$ cat src/sv/btmx_pkg.sv
package btmx_pkg;

   localparam int KEY_BITS   = 31;
   localparam int POOL_NODES = 65536;
   localparam int NODE_BITS  = $clog2(POOL_NODES);
   localparam int FREE_BITS  = $clog2(POOL_NODES + 1);
   localparam int LINK_BITS  = 2 * NODE_BITS;
   localparam int COUNT_BITS = 32;
   localparam int LEVEL_BITS = (KEY_BITS > 1) ? $clog2(KEY_BITS) : 1;
   localparam int MISS_BITS  = $clog2(KEY_BITS + 1);

   typedef enum logic [1:0] {
      MODE_INSERT = 2'd0,
      MODE_REMOVE = 2'd1,
      MODE_QUERY  = 2'd2,
      MODE_NOP    = 2'd3
   } mode_type;

   typedef enum logic [1:0] {
      STATUS_OK     = 2'd0,
      STATUS_FULL   = 2'd1,
      STATUS_ABSENT = 2'd2
   } status_type;

   typedef enum logic [2:0] {
      ST_IDLE,
      ST_WALK,
      ST_TAIL,
      ST_DECIDE,
      ST_RESP
   } state_type;

   typedef enum logic [1:0] {
      PH_CHECK,
      PH_UPDATE,
      PH_QUERY
   } phase_type;

   typedef struct packed {
      logic [NODE_BITS-1:0] rd_addr;
      logic                 wr_en;
      logic [NODE_BITS-1:0] wr_addr;
      logic [LINK_BITS-1:0] wr_data;
   } link_req_type;

   typedef struct packed {
      logic [NODE_BITS-1:0]  rd_addr;
      logic                  wr_en;
      logic [NODE_BITS-1:0]  wr_addr;
      logic [COUNT_BITS-1:0] wr_data;
   } count_req_type;

   typedef struct packed {
      logic load;
      logic step;
      logic restart;
      logic push;
   } digit_ctrl_type;

   typedef struct packed {
      logic key_bit;
      logic last;
   } digit_stat_type;

   // links word: child 1 in the upper half, child 0 in the lower half
   function automatic logic [NODE_BITS-1:0] link_get(input logic [LINK_BITS-1:0] links,
                                                     input logic sel);
      return sel ? links[LINK_BITS-1:NODE_BITS] : links[NODE_BITS-1:0];
   endfunction

   function automatic logic [LINK_BITS-1:0] link_set(input logic [LINK_BITS-1:0] links,
                                                     input logic sel,
                                                     input logic [NODE_BITS-1:0] node);
      logic [LINK_BITS-1:0] res;
      res = links;
      if (sel) begin
         res[LINK_BITS-1:NODE_BITS] = node;
      end else begin
         res[NODE_BITS-1:0] = node;
      end
      return res;
   endfunction

endpackage

$ cat src/sv/btmx_digits.sv
module btmx_digits (
   input  logic                            clock,
   input  logic                            reset,
   input  logic [btmx_pkg::KEY_BITS-1:0]   value,
   input  btmx_pkg::digit_ctrl_type        ctrl,
   output btmx_pkg::digit_stat_type        stat,
   output logic [btmx_pkg::KEY_BITS-1:0]   best
);
   import btmx_pkg::*;

   logic [KEY_BITS-1:0]   key_ff, key_in;
   logic [KEY_BITS-1:0]   best_ff, best_in;
   logic [LEVEL_BITS-1:0] level_ff, level_in;

   // key rotates one bit per level so it is back in place after a full pass
   always_comb begin
      key_in   = key_ff;
      best_in  = best_ff;
      level_in = level_ff;
      if (ctrl.load) begin
         key_in   = value;
         best_in  = '0;
         level_in = LEVEL_BITS'(KEY_BITS - 1);
      end else if (ctrl.restart) begin
         level_in = LEVEL_BITS'(KEY_BITS - 1);
      end else if (ctrl.step) begin
         key_in   = (key_ff << 1) | (key_ff >> (KEY_BITS - 1));
         best_in  = (best_ff << 1) | KEY_BITS'(ctrl.push);
         level_in = level_ff - LEVEL_BITS'(1);
      end
   end

   always_ff @(posedge clock) begin
      if (reset) begin
         level_ff <= '0;
      end else begin
         level_ff <= level_in;
      end
   end

   always_ff @(posedge clock) begin
      key_ff  <= key_in;
      best_ff <= best_in;
   end

   assign stat.key_bit = key_ff[KEY_BITS-1];
   assign stat.last    = (level_ff == '0);
   assign best         = best_ff;

endmodule

$ cat config.mk
export PLATFORM = sky130hd
export DESIGN_NAME = btmx_digits
export DESIGN_NICKNAME = d
export VERILOG_FILES = /design/src/sv/btmx_pkg.sv /design/src/sv/btmx_digits.sv
export SDC_FILE = /design/constraint.sdc
export NUM_CORES = 1
export LEC_CHECK = 0
export BUFFER_PORTS_ARGS = -buffer_cell sky130_fd_sc_hd__buf_2
export CAP_MARGIN = 20
export CORE_ASPECT_RATIO = 2
export CORE_MARGIN = 5
export CORE_UTILIZATION = 29
export DETAILED_ROUTE_END_ITERATION = 16
export MAX_ROUTING_LAYER = met4
export PLACE_DENSITY_LB_ADDON = 0.1
export SYNTH_ARGS = -nofsm -noshare
export SYNTH_HDL_FRONTEND = slang
export SYNTH_SLANG_ARGS = --single-unit
$ cat constraint.sdc
create_clock -name clock -period 2.9 [get_ports clock]
set_input_delay 0.145 -clock clock [delete_from_list [all_inputs] [get_ports clock]]
set_output_delay 0.145 -clock clock [all_outputs]
set_load 0.005 [all_outputs]
==> results_dict.tcl <==
set metrics [dict create \
    remaining_drc_errors 0 \
    yosys.cell_types.count 24 \
    cp_max_fo 3 \
    vias 1876 \
    fp.dieW_um 77.0 \
    postCtsSetupBuffers 0 \
    yosys_warnings 0 \
    cp_data_required_time_ns 2.76 \
    report.final.setup_viol 0 \
    drv_slew 0 \
    power.density_cell_area_mw_per_mm2 684 \
    peakVddDrop_mv 0.359 \
    area_growth_pct 28.3 \
    worst-setup-path-type "reg2out" \
    postSynthNetCount 265 \
    hp-class "in2reg" \
    min_delay_path_depth 2 \
    die_height_um 144 \
    status "completed" \
    netlist_area_mm2 0.00260 \
    p_leak_uw 0.00132 \
    fin_crit_sh_pct 53.3 \
    design.core.area_mm2 0.00889 \
    ctsHtreeMaxLevel 3 \
    routed_via_density 4.64 \
    area_of_the_multi_input_gates_um2 881 \
    worst_ep_arrival_time_ns 1.40 \
    clock_tree_from_tritoncts "built" \
    grt_first_pass_wirelength_um 9420 \
    num_io_pins 70 \
    layout_commonest_cell "buf_2" \
    filler_cell_count 916 \
    postSynthRegisterBits 67 \
    routabilityCongestion 0.663 \
    placement.cell_area_mm2 0.00304 \
    r2r.worst_path.cells 5 \
    synth_area_per_cell_um2 11.5 \
    cts_root_buf "clkbuf_16" \
    grt.overflow.total 0 \
    power.total_uw 2290 \
    finish.instance_area_mm2 0.00334 \
    drt-pass1-iter-count 4 \
    max_freq_mhz 646 \
    tightest_slew_ns 0.994 \
    drt_iter0_drc 177 \
    setup-tns-final_ns 0 \
    place_hpwl_um 3880 \
    worst_setup_path_end_kind "primary output" \
    cts.repair.resized 0 \
    timing.max_cap.violations 0 \
    final_layout_size_suffix_gt1_share_pct 39.4 \
    initial_antenna_violation_count 0 \
    grt_start_max_net_pins 35 \
    ctsLongestPathBuffers 2 \
    dp.cells 388 \
    tritoncts.num_buffers 9 \
    via_count_of_the_first_global_routing_pass 1932 \
    layout.cells.most_common_list "69 x buf_2, 63 x nand2_1, 36 x dfxtp_1" \
    combined_flip_flop_and_latch_cell_area_mm2 0.00165 \
    dieArea_mm2 0.0111 \
    nNetsFinal 335 \
    route.detailed.wl_per_inst_um 14.0 \
    grt_setup_unrepaired "no" \
    setup.worst_path.start_class "flip-flop" \
    tritoncts_num_sinks 67 \
    portBuffers 69 \
    placementRows 49 \
    seq_area_frac_synth_pct 63.4 \
    cts_clk_pin_slew_worst_paths_ns 0.05 \
    start_util_pct 29.3 \
    clock_latency_ns 0.33 \
    final.min_clock_period_ns 1.55 \
    hold_fix_buffer_count_after_cts 0 \
    instances_no_fill 404 \
    max-slew-margin-rel_pct 33.7 \
    clock-skew-final_ns 0.00391 \
    antennaDiodeCount 0 \
    hold_viol 0 \
    hold_worst_slack_ns 0.0225 \
    routed_wl_um 5670 \
    globalRouteTotalUtil_pct 11.2 \
    syn_inst 227 \
    ant_nets 0 \
]
-- sequential cells by signal, summed over array words and instances (netlist names) --
name,count
level_ff,5
best,31
key_ff,31
-- worst max-delay path: stages (launching register included) --
cell and delay (ns):
dfxtp_1 0.33, inv_1 0.06, ha_1 0.18, nor4b_1 0.31
buf_2 0.19
-- Yosys cell counts --
cell,count,area [um2]
o31ai_1,1,7.51
nand2_1,63,236
clkbuf_1,5,18.8
buf_1,1,3.75
ha_1,1,12.5
nand2_2,1,6.26
nand2b_1,2,12.5
dfxtp_1,36,721
xnor2_1,2,17.5
and2b_1,1,7.51
a21oi_1,34,170
buf_2,7,35.0
edfxtp_1,31,931
buf_4,1,7.51
nor4_1,1,6.26
inv_1,2,7.51
nor4b_2,1,15.0
or4_1,1,7.51
xor2_1,1,8.76
mux2_2,31,349
nor2_1,1,3.75
o21ai_0,1,5.00
nor4b_1,1,8.76
a31oi_1,1,6.26
-- report_power, final --
group	total, uW	internal [uW]	leakage (uW)	switching (uW)
Sequential	1060	1050	0.000601	14.8
Combinational	138	69.1	0.000573	68.7
Clock	1080	711	0.000147	373
Total	2290	1830	0.00132	456
-- stage by stage --
stage                     util (%)  worst slack, ns
final                         37.6             1.35
after floorplan                  -             1.14
after global routing          37.6             1.26
after global placement        34.2             1.35
after detailed placement      34.2             1.36
after CTS                     37.6             1.30
-- per-layer routing --
| metal | GRT usage [%] | vias to the layer above | share of wire, % |
|---|---|---|---|
| li1 | - | 924 | - |
| met1 | 12.1 | 886 | 42 |
| met2 | 18.1 | 56 | 50 |
| met3 | 3.87 | 10 | 6.1 |
| met4 | 5.98 | 0 | 2.3 |
| met5 | - | - | 0 |
-- logic make-up (layout without fill, tap and decap cells) --
group | after synthesis | count (layout) | synth area share [%]
simple gates | 72 | 72 | 11.7
flops | 67 | 67 | 63.4
compound gates | 37 | 37 | 7.25
mux | 31 | 31 | 13.4
buf+inv | 16 | 91 | 2.79
xor+xnor | 3 | 3 | 1.01
fa+ha+maj | 1 | 1 | 0.480
-- final cells by class --
class / instances / area share [%]
clock buffer: 14 / 7.90
sequential: 67 / 49.4
inverter: 2 / 0.225
multi-input combinational: 144 / 26.4
clock inverter: 2 / 1.05
tap: 102 / 3.82
timing repair buffer: 73 / 11.2
-- worst paths after layout --
path                    start          end  slack, ns
setup / recovery  level_ff[0]      stat[0]       1.35
hold / removal        ctrl[1]  level_ff[0]       0.02
setup reg to reg  level_ff[0]  level_ff[4]       1.61
hold reg to reg      best[30]     best[30]       0.46
Power figures use the tool's default switching activity.
