### src/sv/btmx_pkg.sv
package btmx_pkg;

   localparam int KEY_BITS   = 31;
   localparam int POOL_NODES = 65536;
   localparam int NODE_BITS  = $clog2(POOL_NODES);
   localparam int FREE_BITS  = $clog2(POOL_NODES + 1);
   localparam int LINK_BITS  = 2 * NODE_BITS;
   localparam int COUNT_BITS = 32;
   localparam int LEVEL_BITS = (KEY_BITS > 1) ? $clog2(KEY_BITS) : 1;
   localparam int MISS_BITS  = $clog2(KEY_BITS + 1);

   typedef enum logic [1:0] {
      MODE_INSERT = 2'd0,
      MODE_REMOVE = 2'd1,
      MODE_QUERY  = 2'd2,
      MODE_NOP    = 2'd3
   } mode_type;

   typedef enum logic [1:0] {
      STATUS_OK     = 2'd0,
      STATUS_FULL   = 2'd1,
      STATUS_ABSENT = 2'd2
   } status_type;

   typedef enum logic [2:0] {
      ST_IDLE,
      ST_WALK,
      ST_TAIL,
      ST_DECIDE,
      ST_RESP
   } state_type;

   typedef enum logic [1:0] {
      PH_CHECK,
      PH_UPDATE,
      PH_QUERY
   } phase_type;

   typedef struct packed {
      logic [NODE_BITS-1:0] rd_addr;
      logic                 wr_en;
      logic [NODE_BITS-1:0] wr_addr;
      logic [LINK_BITS-1:0] wr_data;
   } link_req_type;

   typedef struct packed {
      logic [NODE_BITS-1:0]  rd_addr;
      logic                  wr_en;
      logic [NODE_BITS-1:0]  wr_addr;
      logic [COUNT_BITS-1:0] wr_data;
   } count_req_type;

   typedef struct packed {
      logic load;
      logic step;
      logic restart;
      logic push;
   } digit_ctrl_type;

   typedef struct packed {
      logic key_bit;
      logic last;
   } digit_stat_type;

   // links word: child 1 in the upper half, child 0 in the lower half
   function automatic logic [NODE_BITS-1:0] link_get(input logic [LINK_BITS-1:0] links,
                                                     input logic sel);
      return sel ? links[LINK_BITS-1:NODE_BITS] : links[NODE_BITS-1:0];
   endfunction

   function automatic logic [LINK_BITS-1:0] link_set(input logic [LINK_BITS-1:0] links,
                                                     input logic sel,
                                                     input logic [NODE_BITS-1:0] node);
      logic [LINK_BITS-1:0] res;
      res = links;
      if (sel) begin
         res[LINK_BITS-1:NODE_BITS] = node;
      end else begin
         res[NODE_BITS-1:0] = node;
      end
      return res;
   endfunction

endpackage

### src/sv/btmx_walk.sv
module btmx_walk (
   input  logic                              clock,
   input  logic                              reset,
   input  logic                              start,
   input  btmx_pkg::mode_type                mode,
   input  btmx_pkg::digit_stat_type          dstat,
   input  logic [btmx_pkg::LINK_BITS-1:0]    link_rd,
   input  logic [btmx_pkg::COUNT_BITS-1:0]   count_rd,
   output logic                              busy,
   output logic                              rsp_valid,
   output btmx_pkg::status_type              status,
   output btmx_pkg::digit_ctrl_type          dctrl,
   output btmx_pkg::link_req_type            link_req,
   output btmx_pkg::count_req_type           count_req
);
   import btmx_pkg::*;

   state_type            state_ff, state_in;
   phase_type            phase_ff, phase_in;
   mode_type             mode_ff, mode_in;
   status_type           status_ff, status_in;
   logic [NODE_BITS-1:0] cur_ff, cur_in;
   logic                 cur_root_ff, cur_root_in;
   logic                 miss_ff, miss_in;
   logic                 sat_ff, sat_in;
   logic [MISS_BITS-1:0] missing_ff, missing_in;
   logic [FREE_BITS-1:0] next_free_ff, next_free_in;
   logic [LINK_BITS-1:0] root_ff, root_in;
   logic [LINK_BITS-1:0] prev_links_ff, prev_links_in;
   logic                 prev_bit_ff, prev_bit_in;
   logic                 prev_root_ff, prev_root_in;
   logic [NODE_BITS-1:0] prev_node_ff, prev_node_in;

   logic                  key_bit;
   logic                  walking;
   logic [LINK_BITS-1:0]  cur_links;
   logic [NODE_BITS-1:0]  child;
   logic [NODE_BITS-1:0]  opp;
   logic [NODE_BITS-1:0]  alloc;
   logic                  child_ok;
   logic                  take_opp;
   logic                  in_node;
   logic [COUNT_BITS-1:0] count_dec;
   logic                  unlink_stop;
   logic [FREE_BITS:0]    need_sum;
   logic                  refuse;

   // per-level datapath shared by next state and outputs
   always_comb begin
      key_bit   = dstat.key_bit;
      walking   = (state_ff == ST_WALK);
      cur_links = cur_root_ff ? root_ff : link_rd;
      child     = link_get(cur_links, key_bit);
      opp       = link_get(cur_links, !key_bit);
      alloc     = next_free_ff[NODE_BITS-1:0];
      child_ok  = !miss_ff && (child != '0);
      take_opp  = !miss_ff && (opp != '0);
      in_node   = !cur_root_ff && !miss_ff;
      count_dec = count_rd - COUNT_BITS'(1);
      unlink_stop = (phase_ff == PH_UPDATE) && (mode_ff == MODE_REMOVE)
                    && in_node && (count_dec == '0);
      need_sum  = {1'b0, next_free_ff} + (FREE_BITS + 1)'(missing_ff);
      if (mode_ff == MODE_INSERT) begin
         refuse = sat_ff || (need_sum > (FREE_BITS + 1)'(POOL_NODES));
      end else begin
         refuse = miss_ff;
      end
   end

   always_comb begin
      state_in = state_ff;
      unique case (state_ff)
         ST_IDLE: begin
            if (start) begin
               if (mode == MODE_NOP) begin
                  state_in = ST_RESP;
               end else begin
                  state_in = ST_WALK;
               end
            end
         end
         ST_WALK: begin
            if (unlink_stop) begin
               state_in = ST_RESP;
            end else if (dstat.last) begin
               state_in = (phase_ff == PH_QUERY) ? ST_RESP : ST_TAIL;
            end
         end
         ST_TAIL:   state_in = (phase_ff == PH_CHECK) ? ST_DECIDE : ST_RESP;
         ST_DECIDE: state_in = refuse ? ST_RESP : ST_WALK;
         ST_RESP:   state_in = ST_IDLE;
         default:   state_in = ST_IDLE;
      endcase
   end

   always_comb begin
      phase_in      = phase_ff;
      mode_in       = mode_ff;
      status_in     = status_ff;
      cur_in        = cur_ff;
      cur_root_in   = cur_root_ff;
      miss_in       = miss_ff;
      sat_in        = sat_ff;
      missing_in    = missing_ff;
      next_free_in  = next_free_ff;
      root_in       = root_ff;
      prev_links_in = prev_links_ff;
      prev_bit_in   = prev_bit_ff;
      prev_root_in  = prev_root_ff;
      prev_node_in  = prev_node_ff;
      dctrl         = '0;
      link_req      = '0;
      count_req     = '0;

      unique case (state_ff)
         ST_IDLE: begin
            if (start) begin
               mode_in     = mode;
               phase_in    = (mode == MODE_QUERY) ? PH_QUERY : PH_CHECK;
               cur_in      = '0;
               cur_root_in = 1'b1;
               miss_in     = 1'b0;
               sat_in      = 1'b0;
               missing_in  = '0;
               status_in   = STATUS_OK;
               dctrl.load  = 1'b1;
            end
         end
         ST_WALK, ST_TAIL: begin
            dctrl.step = walking;
            unique case (phase_ff)
               PH_CHECK: begin
                  if (mode_ff == MODE_INSERT && in_node && count_rd == '1) begin
                     sat_in = 1'b1;
                  end
                  if (walking) begin
                     cur_in      = child;
                     cur_root_in = 1'b0;
                     // once off the trie every remaining level needs a new node
                     if (!child_ok) begin
                        miss_in    = 1'b1;
                        missing_in = missing_ff + MISS_BITS'(1);
                     end
                  end
               end
               PH_UPDATE: begin
                  if (mode_ff == MODE_INSERT) begin
                     if (!cur_root_ff) begin
                        count_req.wr_en   = 1'b1;
                        count_req.wr_addr = cur_ff;
                        count_req.wr_data = miss_ff ? COUNT_BITS'(1)
                                                    : count_rd + COUNT_BITS'(1);
                     end
                     if (walking) begin
                        cur_root_in = 1'b0;
                        if (child_ok) begin
                           cur_in = child;
                        end else begin
                           cur_in       = alloc;
                           next_free_in = next_free_ff + FREE_BITS'(1);
                           miss_in      = 1'b1;
                           if (cur_root_ff) begin
                              root_in = link_set(root_ff, key_bit, alloc);
                           end else begin
                              link_req.wr_en   = 1'b1;
                              link_req.wr_addr = cur_ff;
                              link_req.wr_data = link_set(miss_ff ? '0 : link_rd,
                                                          key_bit, alloc);
                           end
                        end
                     end
                  end else begin
                     if (in_node) begin
                        count_req.wr_en   = 1'b1;
                        count_req.wr_addr = cur_ff;
                        count_req.wr_data = count_dec;
                        // first node to empty is cut from its parent
                        if (count_dec == '0) begin
                           if (prev_root_ff) begin
                              root_in = link_set(root_ff, prev_bit_ff, '0);
                           end else begin
                              link_req.wr_en   = 1'b1;
                              link_req.wr_addr = prev_node_ff;
                              link_req.wr_data = link_set(prev_links_ff, prev_bit_ff, '0);
                           end
                        end
                     end
                     if (walking) begin
                        prev_links_in = cur_links;
                        prev_bit_in   = key_bit;
                        prev_root_in  = cur_root_ff;
                        prev_node_in  = cur_ff;
                        cur_in        = child;
                        cur_root_in   = 1'b0;
                     end
                  end
               end
               PH_QUERY: begin
                  cur_in      = take_opp ? opp : child;
                  cur_root_in = 1'b0;
                  miss_in     = miss_ff || (!take_opp && child == '0);
                  dctrl.push  = take_opp;
               end
               default: ;
            endcase
         end
         ST_DECIDE: begin
            if (refuse) begin
               status_in = (mode_ff == MODE_INSERT) ? STATUS_FULL : STATUS_ABSENT;
            end else begin
               phase_in      = PH_UPDATE;
               cur_in        = '0;
               cur_root_in   = 1'b1;
               miss_in       = 1'b0;
               dctrl.restart = 1'b1;
            end
         end
         ST_RESP: ;
         default: ;
      endcase

      // memories always read the node the walk moves to next
      link_req.rd_addr  = cur_in;
      count_req.rd_addr = cur_in;
   end

   always_ff @(posedge clock) begin
      if (reset) begin
         state_ff     <= ST_IDLE;
         next_free_ff <= FREE_BITS'(1);
         root_ff      <= '0;
      end else begin
         state_ff     <= state_in;
         next_free_ff <= next_free_in;
         root_ff      <= root_in;
      end
   end

   always_ff @(posedge clock) begin
      phase_ff      <= phase_in;
      mode_ff       <= mode_in;
      status_ff     <= status_in;
      cur_ff        <= cur_in;
      cur_root_ff   <= cur_root_in;
      miss_ff       <= miss_in;
      sat_ff        <= sat_in;
      missing_ff    <= missing_in;
      prev_links_ff <= prev_links_in;
      prev_bit_ff   <= prev_bit_in;
      prev_root_ff  <= prev_root_in;
      prev_node_ff  <= prev_node_in;
   end

   assign busy      = (state_ff != ST_IDLE);
   assign rsp_valid = (state_ff == ST_RESP);
   assign status    = status_ff;

endmodule

### config.mk
export PLATFORM = sky130hd
export DESIGN_NAME = btmx_walk
export DESIGN_NICKNAME = d
export VERILOG_FILES = /design/src/sv/btmx_pkg.sv /design/src/sv/btmx_walk.sv
export SDC_FILE = /design/constraint.sdc
export NUM_CORES = 1
export LEC_CHECK = 0
export CORE_MARGIN = 2
export CORE_UTILIZATION = 50
export DETAILED_ROUTE_END_ITERATION = 6
export DONT_BUFFER_PORTS = 1
export GPL_ROUTABILITY_DRIVEN = 0
export PLACE_DENSITY = 0.63
export SYNTH_ARGS = -nofsm -noshare
export SYNTH_HDL_FRONTEND = slang
export SYNTH_SLANG_ARGS = --single-unit
### constraint.sdc
create_clock -name clock -period 4.05 [get_ports clock]
set_input_delay 0.2025 -clock clock [delete_from_list [all_inputs] [get_ports clock]]
set_output_delay 0.2025 -clock clock [all_outputs]
set_load 0.01 [all_outputs]
==> results of run 1 <==
==> placed cells by master, fill, tap and decap left out, types with 17 or more instances in the layout <==
cell	netlist	routed
nor2_1	130	126
nand2_1	127	126
nand3_1	80	79
buf_4	20	74
dfxtp_1	68	68
edfxtp_1	64	64
a21oi_1	60	59
inv_1	35	35
xnor2_1	33	33
a22oi_1	34	33
mux2_2	32	32
mux2i_1	31	31
xor2_1	29	29
nor4_1	28	28
a31oi_1	28	28
o21ai_0	25	25
nor3_1	26	24
and2_1	23	23
o211ai_1	18	18
clkbuf_16	0	18
nand4_1	17	17
==> synthesized netlist by cell type (9+ instances only) <==
master / count / area, sq um
nor2_1: 130 / 488.0
nand2_1: 127 / 476.7
nand3_1: 80 / 400.4
dfxtp_1: 68 / 1361
clkbuf_1: 64 / 240.2
edfxtp_1: 64 / 1922
a21oi_1: 60 / 300.3
inv_1: 35 / 131.4
a22oi_1: 34 / 255.2
xnor2_1: 33 / 289.0
mux2_2: 32 / 360.4
mux2i_1: 31 / 310.3
xor2_1: 29 / 254.0
a31oi_1: 28 / 175.2
nor4_1: 28 / 175.2
nor3_1: 26 / 130.1
o21ai_0: 25 / 125.1
and2_1: 23 / 143.9
buf_4: 20 / 150.1
o211ai_1: 18 / 135.1
nand4_1: 17 / 106.4
mux4_2: 16 / 360.4
o21ai_1: 16 / 80.08
or3_1: 15 / 93.84
ha_1: 14 / 175.2
o2111ai_1: 14 / 122.6
or4_1: 13 / 97.59
buf_1: 12 / 45.04
buf_2: 12 / 60.06
a211oi_1: 9 / 67.56
and3_1: 9 / 56.30
nand2b_1: 9 / 56.30
nor2b_1: 9 / 56.30
o31ai_1: 9 / 67.56
==> timing repair <==
action / in CTS / in global routing
hold buffers: 5 / 0
pin swaps: 1 / 4
endpoints found under the setup margin: 35 / 81
gates cloned: 0 / 1
endpoints found under the hold margin: 23 / 0
gates resized for setup: 6 / 16
setup buffers: 0 / 2
==> sequential cells by signal, summed over array words and instances (netlist names), 2 cells and up <==
name           flops
cur_ff            16
prev_links_ff     32
status             2
phase_ff           2
state_ff           3
missing_ff         5
root_ff           32
next_free_ff      17
prev_node_ff      16
mode_ff            2
==> per-layer routing <==
metal	global-route usage, %	routed length [um]	vias to the layer above
li1	-	-	4436
met1	45.81	14570	4593
met2	45.07	14670	689
met3	8.558	4643	71
met4	10.64	1037	0
met5	0	0	-
==> power by group through the flow <==
stage	logic, mW	registers (mW)	clock network [mW]
CTS	1.09	1.55	1.57
finish	1.14	1.55	1.57
detailed placement	1.06	1.57	0
floorplan	0.795	1.55	0
global route	1.22	1.55	1.63
global placement	1.06	1.57	0
==> worst register-to-register path: cells and delay by family (launching register included) <==
kind,cells,cell delay (ns)
AOI/OAI and AO/OA,4,1.23
and+or+nand+nor,3,1.03
buffers and inverters,1,0.28
DFF,1,0.47
muxes,1,0.43
==> final cells by class <==
| cell class | instances | area (sq um) | share of cell area [%] |
|---|---|---|---|
| repair buffers | 80 | 625.6 | 5.590 |
| inverters | 37 | 138.9 | 1.241 |
| well taps | 265 | 331.6 | 2.963 |
| clock inverters | 14 | 147.6 | 1.319 |
| clock buffers | 18 | 450.4 | 4.025 |
| multi-input cells | 934 | 6213 | 55.52 |
| flip-flops and latches | 132 | 3283 | 29.34 |
==> metrics by stage <==
step	cells	util, %	setup WS [ns]	hold slack [ns]	total power, mW
floorplan	1215	-	0.3935	0.3014	2.347
global placement	1440	53.15	0.005954	0.2782	2.632
detailed placement	1440	53.15	-0.05623	0.2804	2.637
CTS	1477	56.60	0.04608	0.003054	4.201
global route	1480	57.12	-0.01134	0.007853	4.401
finish	1480	57.12	0.1496	0.01503	4.260
==> cells by family (layout without fill, tap and decap cells) <==
kind of cell	after synthesis	in the layout	synth area share [%]
AOI/OAI and AO/OA	256	257	16.95
xor gates and xnor gates	62	62	5.409
adders and majority gates	15	15	1.944
buffers and inverters	150	149	6.879
DFF	132	132	32.70
muxes	79	79	10.27
and+or+nand+nor	521	521	25.85
==> final timing paths <==
check                            to
hold reg to reg          root_ff[2]
setup / recovery        link_req[7]
setup reg to reg        root_ff[21]
hold / removal    prev_links_ff[31]
==> key figures, run 1 <==
Detailed routing
  • Drc violations: 0
  • Drt via density: approximately 6.6
  • DRT Pass-1 Iters: 6
  • Routed Antenna Nets: 0
  • Vias: between 9000 and 10000
  • Avg WL per Cell: 23.60 um
  • Initial DRC count: between 1500 and 2000
  • Total Wirelength: around 35 mm

Floorplanning
  • Io pins: between 200 and 250
  • Die W: about 150 um
  • Starting density of the core: approximately half
  • Die height: 145.7 um
  • Num rows: just over 50
  • Die Area: about 0.021 sq mm
  • Core footprint: around 0.02 sq mm

Worst setup path
  • R2R cell count: 9
  • Crit-path max FO: between 40 and 50
  • Crit path required time: between 3 and 4 ns
  • Top delay family on crit path: simple AND/OR/NAND/NOR gates
  • Slowest stage delay, CP: roughly 0.47 ns
  • FF-to-FF Start: cur_root_ff
  • Endpoint type of the worst setup path: output pin
  • WP depth: 9
  • Critical path origin: cur_root_ff
  • Critical Path AT: ~3.7 ns
  • Buf/Inv on CP: 2
  • Cells along the critical path: buf_12 > mux4_2 > nor4_2 > a41oi_2 > or2_4 > nor2_4 > o21bai_4 > a21oi_1 > buf_4
  • R2R Setup Slk: approximately 0.48 ns
  • Crit path kind: reg -> out
  • Crit-path slowest cell: edfxtp_1
  • Crit start category: register

Clocking
  • Worst-path clk slew: 0.07 ns
  • Clk Latency, worst-skew pair: roughly 0.44 ns
  • CTS tree: yes
  • H-tree levels: 4
  • CTS Buffer Depth: 2
  • Num Clock Sinks: 132
  • Clock Tree Root: clkbuf_16
  • TritonCTS buffer count: 17

Synthesis
  • Mapped Cells: 1215
  • Post-synth EDFFs: 64
  • Warnings from Yosys: 0
  • Syn Area/Cell: 8.263 sq um
  • Synth cell types: 72
  • Synthesized area: approximately 0.01 sq mm
  • Syn_nets: approximately 1300
  • #FFs+latches synth: about 130
  • Seq/Total Area, Yosys: approximately 33%
  • Synth async-reset ratio: 0%
  • Post-synth top flop: dfxtp_1

Timing
  • Fmax: 0.2564 GHz
  • Max-slew violation count: 0
  • Hold Vio Cnt, Final: 0
  • Final Skew: around 0.014 ns
  • Post-Route Setup TNS: 0 ns
  • Final period util: 96.31%
  • Worst slew pin tran: 0.9850 ns
  • Slew margin rel.: between 30 and 40%
  • Finish-stage setup viols: 0
  • Crit path time final: roughly 3.9 ns

Power and ir drop
  • Internal: between 2 and 3 mW
  • Max VDD drop: 0.3154 mV
  • Switching part of the total power: about a third
  • Part of the power in registers: a little over a third
  • NetSw: between 1 and 1.5 mW
  • Leak Pwr: approximately 3.9 nW
  • Combinational share of power: ~27%
  • Cell Pwr Density: approximately 380 mW/mm^2
  • Power share of the clock group: between 30 and 40%

Hold path
  • Hold WC Path Type: in -> reg
  • Min-delay src: link_rd[31]
  • Hold Path Depth: 1

Layout
  • Fill count: roughly 1800
  • Area delta synth->final: 11.47%
  • Post-layout nets: 1288
  • N_diodes: 0
  • Post-route cell area: 0.01119 sq mm
  • Share of layout cells above drive strength 1: roughly 16%

Status
  • Run status: finished clean

Global route
  • GRT Overall Usage: a little under a third
  • Largest net degree at the start of global routing: 52
  • Number of global-route vias before repair: slightly below 9000
  • Global route overflow: 0
  • Initial antenna violation count: 0
  • Global-route wire length before repair: 52.18 mm

Placed design
  • Number of port buffers: 0
  • DP Wirelength: between 20 and 30 mm
  • Dpl cell area: approximately 0.010 sq mm

Run
  • Max Cap Viol: 0
Power figures use the tool's default switching activity.
==> run 2, diff against run 1 <==
==> constraint.sdc (replaced) <==
create_clock -name clock -period 4.05 [get_ports clock]
set_input_delay 0.6075 -clock clock [delete_from_list [all_inputs] [get_ports clock]]
set_output_delay 0.6075 -clock clock [all_outputs]
set_load 0.01 [all_outputs]
==> run 2 against run 1 <==
The run now ends with negative setup slack left. Final area up 1.9%. Utilization is 1.1 points higher. First-iteration DRC count down 1.1%. Via count about the same. Clock skew is 0.0036 ns higher. Die area unchanged. Cell count up 1.2%. Global-route usage grew 0.25 points. Critical path depth up 4. Clock power shrank 3%. Count of clock-buffer cells in the layout shrank 1.
==> key figures, run 2 (synthesis results as in run 1) <==
Status
  • Run status: finished with violations
  • Failing checks: negative setup slack

Detailed routing
  • WL met2: 14.88 mm (+1.4%)
  • Drc violations: 0 (unchanged)
  • DRT Pass-1 Iters: 6 (unchanged)
  • Drt via density: 6.534 (-1.2%)
  • Top layer in use: met4
  • Post-Route M1 WL: 14.50 mm (-0.45%)
  • Total Wirelength: 34.60 mm (-0.91%)
  • Vias: 9788 (-0.010%)
  • Avg WL per Cell: 23.10 um (-2.1%)
  • Length of routed met3 wiring: 4.538 mm (-2.3%)
  • Initial DRC count: 1498 (-1.1%)
  • Routed Antenna Nets: 0 (unchanged)

Placed design
  • DP Wirelength: 25.63 mm (-0.44%)
  • Number of port buffers: 0 (unchanged)
  • Placed cell count: 1457 (+1.2%)

Layout
  • N_diodes: 0 (unchanged)
  • Share of layout cells above drive strength 1: 18.41% (+2.8 points)
  • Non-filler cells, final: 1498 (+1.2%)
  • Top flop regs: prev_links_ff (32), root_ff (32), next_free_ff (17)
  • Area delta synth->final: 13.57%
  • Most frequent cells in the layout: 127 x nor2_1, 126 x nand2_1, 93 x buf_4
  • Most common cell after layout, fill and taps aside: nor2_1
  • Post-layout nets: 1306 (+1.4%)

Clocking
  • Clk Latency, worst-skew pair: 0.44 ns (about the same)
  • TritonCTS buffer count: 17 (unchanged)
  • Num Clock Sinks: 132 (unchanged)
  • CTS Buffer Depth: 2 (unchanged)
  • Clock Tree Root: clkbuf_16
  • H-tree levels: 4 (unchanged)
  • # hold bufs at CTS: 0 (-5)
  • CTS tree: yes
  • Worst-path clk slew: 0.07 ns (about the same)

Global route
  • Number of global-route vias before repair: 8854 (+1.5%)
  • Initial antenna violation count: 1 (+1)
  • Global route overflow: 0 (unchanged)
  • Largest net degree at the start of global routing: 61 (+17%)
  • GRT Overall Usage: 31.75% (+0.25 points)
  • Global-route wire length before repair: 52.80 mm (+1.2%)

Timing
  • Hold Vio Cnt, Final: 0 (unchanged)
  • Worst slew pin tran: 1.252 ns (+0.2671 ns)
  • Slew margin rel.: 16.22% (-18 points)
  • Finish-stage setup viols: 4 (+4)
  • Crit path time final: 4.109 ns (+0.2089 ns)
  • Final Skew: 0.01782 ns (+0.003585 ns)
  • Worst Slack Setup Final: -0.05930 ns (-0.2089 ns)
  • Fmax: 0.2434 GHz (-5.1%)
  • Final period util: 101.5% (+5.2 points)
  • Post-Route Setup TNS: -0.1355 ns (-0.1355 ns)
  • Max-slew violation count: 0 (unchanged)
  • RSZ-0062 raised after global routing: yes

Worst setup path
  • R2R cell count: 11 (+2)
  • Crit-path max FO: 4 (-91%)
  • Crit path required time: 3.44 ns (-0.41 ns)
  • Endpoint type of the worst setup path: output pin
  • Critical path origin: missing_ff[0]
  • R2r endpoint: next_free_ff[16]
  • Critical Path AT: 3.50 ns (-0.20 ns)
  • FF-to-FF Start: cur_root_ff
  • Crit start category: register
  • Critical Path Sink: link_req[51]
  • R2R Setup Slk: 0.52 ns (+0.04 ns)
  • Crit path kind: reg -> out

Power and ir drop
  • Internal: 2.742 mW (-0.73%)
  • Leak Pwr: 4.058 nW (+3.0%)
  • Switching part of the total power: 35.52% (+0.35 points)
  • Part of the power in registers: 36.3% (about the same)
  • Power share of the clock group: 35.9% (-0.9 points)
  • Max VDD drop: 0.3232 mV (+2.5%)
  • Cell Pwr Density: 372.9 mW/mm^2 (-2.0%)
  • NetSw: 1.511 mW (+0.79%)
  • Combinational share of power: 27.8% (+0.9 points)

Floorplanning
  • Num rows: 51 (unchanged)
  • Die W: 145.7 um (unchanged)
  • Die Area: 0.02123 sq mm (unchanged)
  • Io pins: 209 (unchanged)
  • Die height: 145.7 um (unchanged)
  • Core footprint: 0.01959 sq mm (unchanged)
  • Starting density of the core: 51.25% (unchanged)

Run
  • Max Cap Viol: 0 (unchanged)

Hold path
  • Hold Path Depth: 1 (unchanged)
  • Hold WC Path Type: in -> reg
[run 2: cell count changes in the layout (fill, tap and decap cells not counted), moves of 3 or more]
cell	change
dlygate4sd3_1	-5
o2111ai_1	-3
o2111ai_4	+3
buf_4	+19
buf_6	+4
[run 2: area by class of cell]
type | instances | area, sq um
fillers | 1800 | 8188
well taps | 265 | 331.6
clock buffers | 17 | 425.4
inverters | 37 | 138.9
clock inverters | 15 | 158.9
repair buffers | 99 | 783.3
multi-input cells | 933 | 6281
flip-flops and latches | 132 | 3283
[run 2: power by group through the flow]
stage | logic [mW] | clock network [mW] | registers [mW]
after floorplan | 0.795 | 0 | 1.55
after global placement | 1.06 | 0 | 1.57
after detailed placement | 1.06 | 0 | 1.57
after CTS | 1.11 | 1.54 | 1.54
after global routing | 1.26 | 1.60 | 1.55
final | 1.18 | 1.53 | 1.54
[run 2: per-layer routing]
layer | GRT usage, % | vias up
met4 | 8.186 | 0
met1 | 44.89 | 4643
met5 | 0 | -
met2 | 45.99 | 624
li1 | - | 4472
met3 | 11.54 | 49
[run 2: worst min-delay path by stage]
stage	end	from	slack [ns]
4_1_cts	next_free_ff[9]	reset	0.23
6_report	next_free_ff[9]	reset	0.24
3_5_place_dp	root_ff[0]	root_ff[0]	0.48
3_3_place_gp	root_ff[0]	root_ff[0]	0.47
2_1_floorplan	prev_root_ff	cur_root_ff	0.43
5_1_grt	next_free_ff[9]	reset	0.22
[run 2: through the flow]
stage | util [%] | area [sq um] | power (mW) | setup slack [ns] | hold WS [ns]
floorplan | - | 10040 | 2.347 | 0.09616 | 0.4277
detailed placement | 53.87 | 10550 | 2.637 | 0.08883 | 0.4801
CTS | 57.53 | 11270 | 4.196 | 0.007926 | 0.2298
finish | 58.20 | 11400 | 4.252 | -0.05930 | 0.2405
global placement | 53.87 | 10550 | 2.633 | 0.01459 | 0.4703
global route | 58.20 | 11400 | 4.412 | -0.1876 | 0.2236
[run 2: what timing repair did]
item | in CTS | in global routing
cloned | 0 | 0
setup buffers | 8 | 2
pin swaps | 9 | 6
gates resized for setup | 22 | 20
endpoints found under the setup margin | 33 | 81
[run 2: critical path, cell delays in order (launching register included)]
cell,delay (ns)
edfxtp_1,0.36
ha_2,0.19
inv_2,0.04
fa_2,0.37
nor2b_2,0.14
o211ai_1,0.19
buf_4,0.20
a211oi_1,0.27
xor2_1,0.25
o21ai_2,0.14
a211o_1,0.27
and3b_2,0.26
a22oi_2,0.23
buf_6,0.15
==> run 3, diff against run 2 <==
Settings changed: ABC_AREA from default to 1.
==> run 3 against run 2 <==
Register-to-register slack better by 0.25 ns. Flip-flop and latch count stayed put. Maximum frequency is 5.1% higher. Critical path type unchanged. Largest power group unchanged. Critical path depth is 3 higher. Final area is 5.9% higher. Cell count is 41% higher. Clock skew is 0.0029 ns lower. Global-route usage is 0.53 points lower. The run now ends clean. Utilization is 2.9 points lower. Wire length is 11% higher. Die area is 11% higher. Highest routed layer unchanged. Synthesized cell count is 52% higher. Critical endpoint unchanged.
==> key figures, run 3 <==
Status
  • Run status: finished clean

Layout
  • Post-layout nets: 1905 (+46%)
  • Share of layout cells above drive strength 1: 8.734% (-9.7 points)
  • Most frequent cells in the layout: 533 x nand2_1, 286 x nor2_1, 184 x inv_1
  • Top flop regs: prev_links_ff (32), root_ff (32), next_free_ff (17)
  • Post-route cell area: 0.01207 sq mm (+5.9%)
  • Most common cell after layout, fill and taps aside: nand2_1
  • Area delta synth->final: 8.308%
  • N_diodes: 0 (unchanged)

Floorplanning
  • Die W: 153.3 um (+5.2%)
  • Num rows: 54 (+5.9%)
  • Core footprint: 0.02182 sq mm (+11%)
  • Die height: 153.3 um (+5.2%)
  • Io pins: 209 (unchanged)
  • Die Area: 0.02350 sq mm (+11%)
  • Starting density of the core: 51.07% (-0.18 points)

Worst setup path
  • Endpoint type of the worst setup path: output pin
  • Crit path required time: 3.44 ns (about the same)
  • Critical Path AT: 3.30 ns (-0.20 ns)
  • Crit path kind: reg -> out
  • Top delay family on crit path: simple AND/OR/NAND/NOR gates
  • Crit-path max FO: 51 (+47)
  • Crit start category: register
  • Crit-path slowest cell: o21ai_0
  • Crit path top cell by count: nand2_1
  • Buf/Inv on CP: 3 (unchanged)
  • Cells along the critical path: buf_12 > o21ai_0 > o21ai_1 > nand4_1 > nor2_1 > nand2_1 > nand2_4 > clkinvlp_4 > buf_4 > nand2_1 > nand3_1 > o21ai_0 > nor2_1 > nand2_1 > nand2_1 > nand2_1
  • Slowest stage delay, CP: 0.62 ns (+0.25 ns)

Synthesis
  • Warnings from Yosys: 0 (unchanged)
  • Syn Area/Cell: 6.024 sq um (-27%)
  • Main area contributors after synthesis: nand2_1 18%, edfxtp_1 17%, dfxtp_1 12%, nor2_1 9.7%, a21oi_1 7.6%
  • Yosys top cell by area: nand2_1
  • Synth async-reset ratio: 0% (unchanged)
  • Post-synth EDFFs: 64 (unchanged)
  • Mapped Cells: 1850 (+52%)
  • #FFs+latches synth: 132 (unchanged)
  • Count leader, synth: nand2_1
  • Seq/Total Area, Yosys: 29.46% (-3.2 points)
  • Synthesized area: 0.01114 sq mm (+11%)
  • Synth cell types: 50 (-31%)
  • Syn_nets: 1936 (+49%)
  • Top cells by count, synth: 540 x nand2_1, 288 x nor2_1, 187 x inv_1
  • Post-synth top flop: dfxtp_1
  • Top-area cell type share of the netlist area: 18.19% (-0.95 points)

Global route
  • Global-route wire length before repair: 58.83 mm (+11%)
  • Initial antenna violation count: 0 (-1)
  • Global route overflow: 0 (unchanged)
  • Largest net degree at the start of global routing: 52 (-15%)
  • GRT Overall Usage: 31.22% (-0.53 points)
  • Number of global-route vias before repair: 10590 (+20%)

Power and ir drop
  • Combinational share of power: 30.8% (+3.0 points)
  • Leak Pwr: 5.039 nW (+24%)
  • Cell Pwr Density: 383.1 mW/mm^2 (+2.7%)
  • Internal: 2.783 mW (+1.5%)
  • Power share of the clock group: 34.0% (-1.9 points)
  • Total chip power: 4.624 mW (+8.7%)
  • Switching part of the total power: 39.82% (+4.3 points)
  • Part of the power in registers: 35.2% (-1.1 points)
  • Max VDD drop: 0.3919 mV (+21%)
  • NetSw: 1.841 mW (+22%)

Clocking
  • H-tree levels: 4 (unchanged)
  • Clock Tree Root: clkbuf_16
  • CTS Buffer Depth: 2 (unchanged)
  • Worst-path clk slew: 0.07 ns (about the same)
  • CTS tree: yes
  • # hold bufs at CTS: 0 (unchanged)
  • Clk Latency, worst-skew pair: 0.43 ns (about the same)
  • Num Clock Sinks: 132 (unchanged)
  • TritonCTS buffer count: 17 (unchanged)

Placed design
  • DP Wirelength: 28.45 mm (+11%)
  • Dpl cell area: 0.01133 sq mm (+7.4%)
  • Number of port buffers: 0 (unchanged)

Timing
  • Fmax: 0.2557 GHz (+5.1%)
  • Final Skew: 0.01491 ns (-0.002908 ns)
  • Post-Route Setup TNS: 0 ns (+0.1355 ns)
  • Final period util: 96.56% (-4.9 points)
  • Finish-stage setup viols: 0 (-4)
  • Max-slew violation count: 0 (unchanged)
  • Crit path time final: 3.911 ns (-0.1987 ns)
  • Slew margin rel.: 22.17% (+6.0 points)
  • Worst slew pin tran: 1.166 ns (-0.08602 ns)
  • Hold Vio Cnt, Final: 0 (unchanged)

Detailed routing
  • Avg WL per Cell: 18.21 um (-21%)
  • Routed Antenna Nets: 0 (unchanged)
  • DRT Pass-1 Iters: 6 (unchanged)
  • Drc violations: 0 (unchanged)
  • Initial DRC count: 1359 (-9.3%)
  • Total Wirelength: 38.46 mm (+11%)
  • Vias: 12070 (+23%)
  • Drt via density: 5.717 (-13%)

Run
  • Max Cap Viol: 0 (unchanged)

Hold path
  • Hold WC Path Type: in -> reg
[run 3: per-stage QoR]
stage	utilization [%]	hold slack [ns]	std cells	setup WS [ns]
after detailed placement	51.94	0.4533	2076	0.3293
after global placement	51.94	0.4380	2076	0.3586
after CTS	54.74	0.2362	2108	0.02486
final	55.31	0.2456	2112	0.1394
after floorplan	-	0.4305	1850	0.7260
after global routing	55.31	0.2341	2112	-0.01809
[run 3: per-layer routing]
layer	up-vias	routed length (um)	global-route usage, %
li1	5919	-	-
met1	5440	16580	44.01
met2	649	17060	47.53
met3	66	3901	7.145
met4	0	913	9.744
met5	-	0	0
[run 3: repair_timing]
action / in CTS / in global routing
setup endpoints to repair: 32 / 112
gates cloned: 0 / 2
buffers inserted: 0 / 2
gates resized for setup: 1 / 31
pin swaps: 0 / 1
[run 3: area by class of cell]
type | instances | area [sq um]
Inverter | 197 | 760.7
Clock buffer | 18 | 450.4
Tap cell | 280 | 350.3
Timing Repair Buffer | 48 | 410.4
Fill cell | 2245 | 9753
Timing Repair inverter | 1 | 7.507
Multi-Input combinational cell | 1422 | 6655
Clock inverter | 14 | 152.6
Sequential cell | 132 | 3283
[run 3: worst paths after layout]
check,slack (ns),cells after the start,from,end
worst min register to register,0.47,0,cur_ff[13],prev_node_ff[13]
worst max register to register,0.77,14,state_ff[2],root_ff[19]
worst min-delay path,0.25,1,reset,next_free_ff[16]
worst max-delay path,0.14,16,cur_root_ff,link_req[51]
[run 3: power groups by stage]
stage	clock network, mW	logic [mW]	registers [mW]
2_1_floorplan	0	1.08	1.63
3_3_place_gp	0	1.34	1.65
3_5_place_dp	0	1.35	1.65
4_1_cts	1.58	1.36	1.63
5_1_grt	1.64	1.58	1.64
6_report	1.57	1.43	1.63
[run 3: cell families after synthesis]
kind of cell             Yosys count  share of synthesized area [%]
AND/OR/NAND/NOR                 1052                          39.64
adder cells (fa/ha/maj)           15                          1.751
buffers and inverters            297                          11.72
AO/OA/AOI/OAI                    334                          15.85
flip-flops                       132                          29.46
XOR/XNOR                          20                          1.572
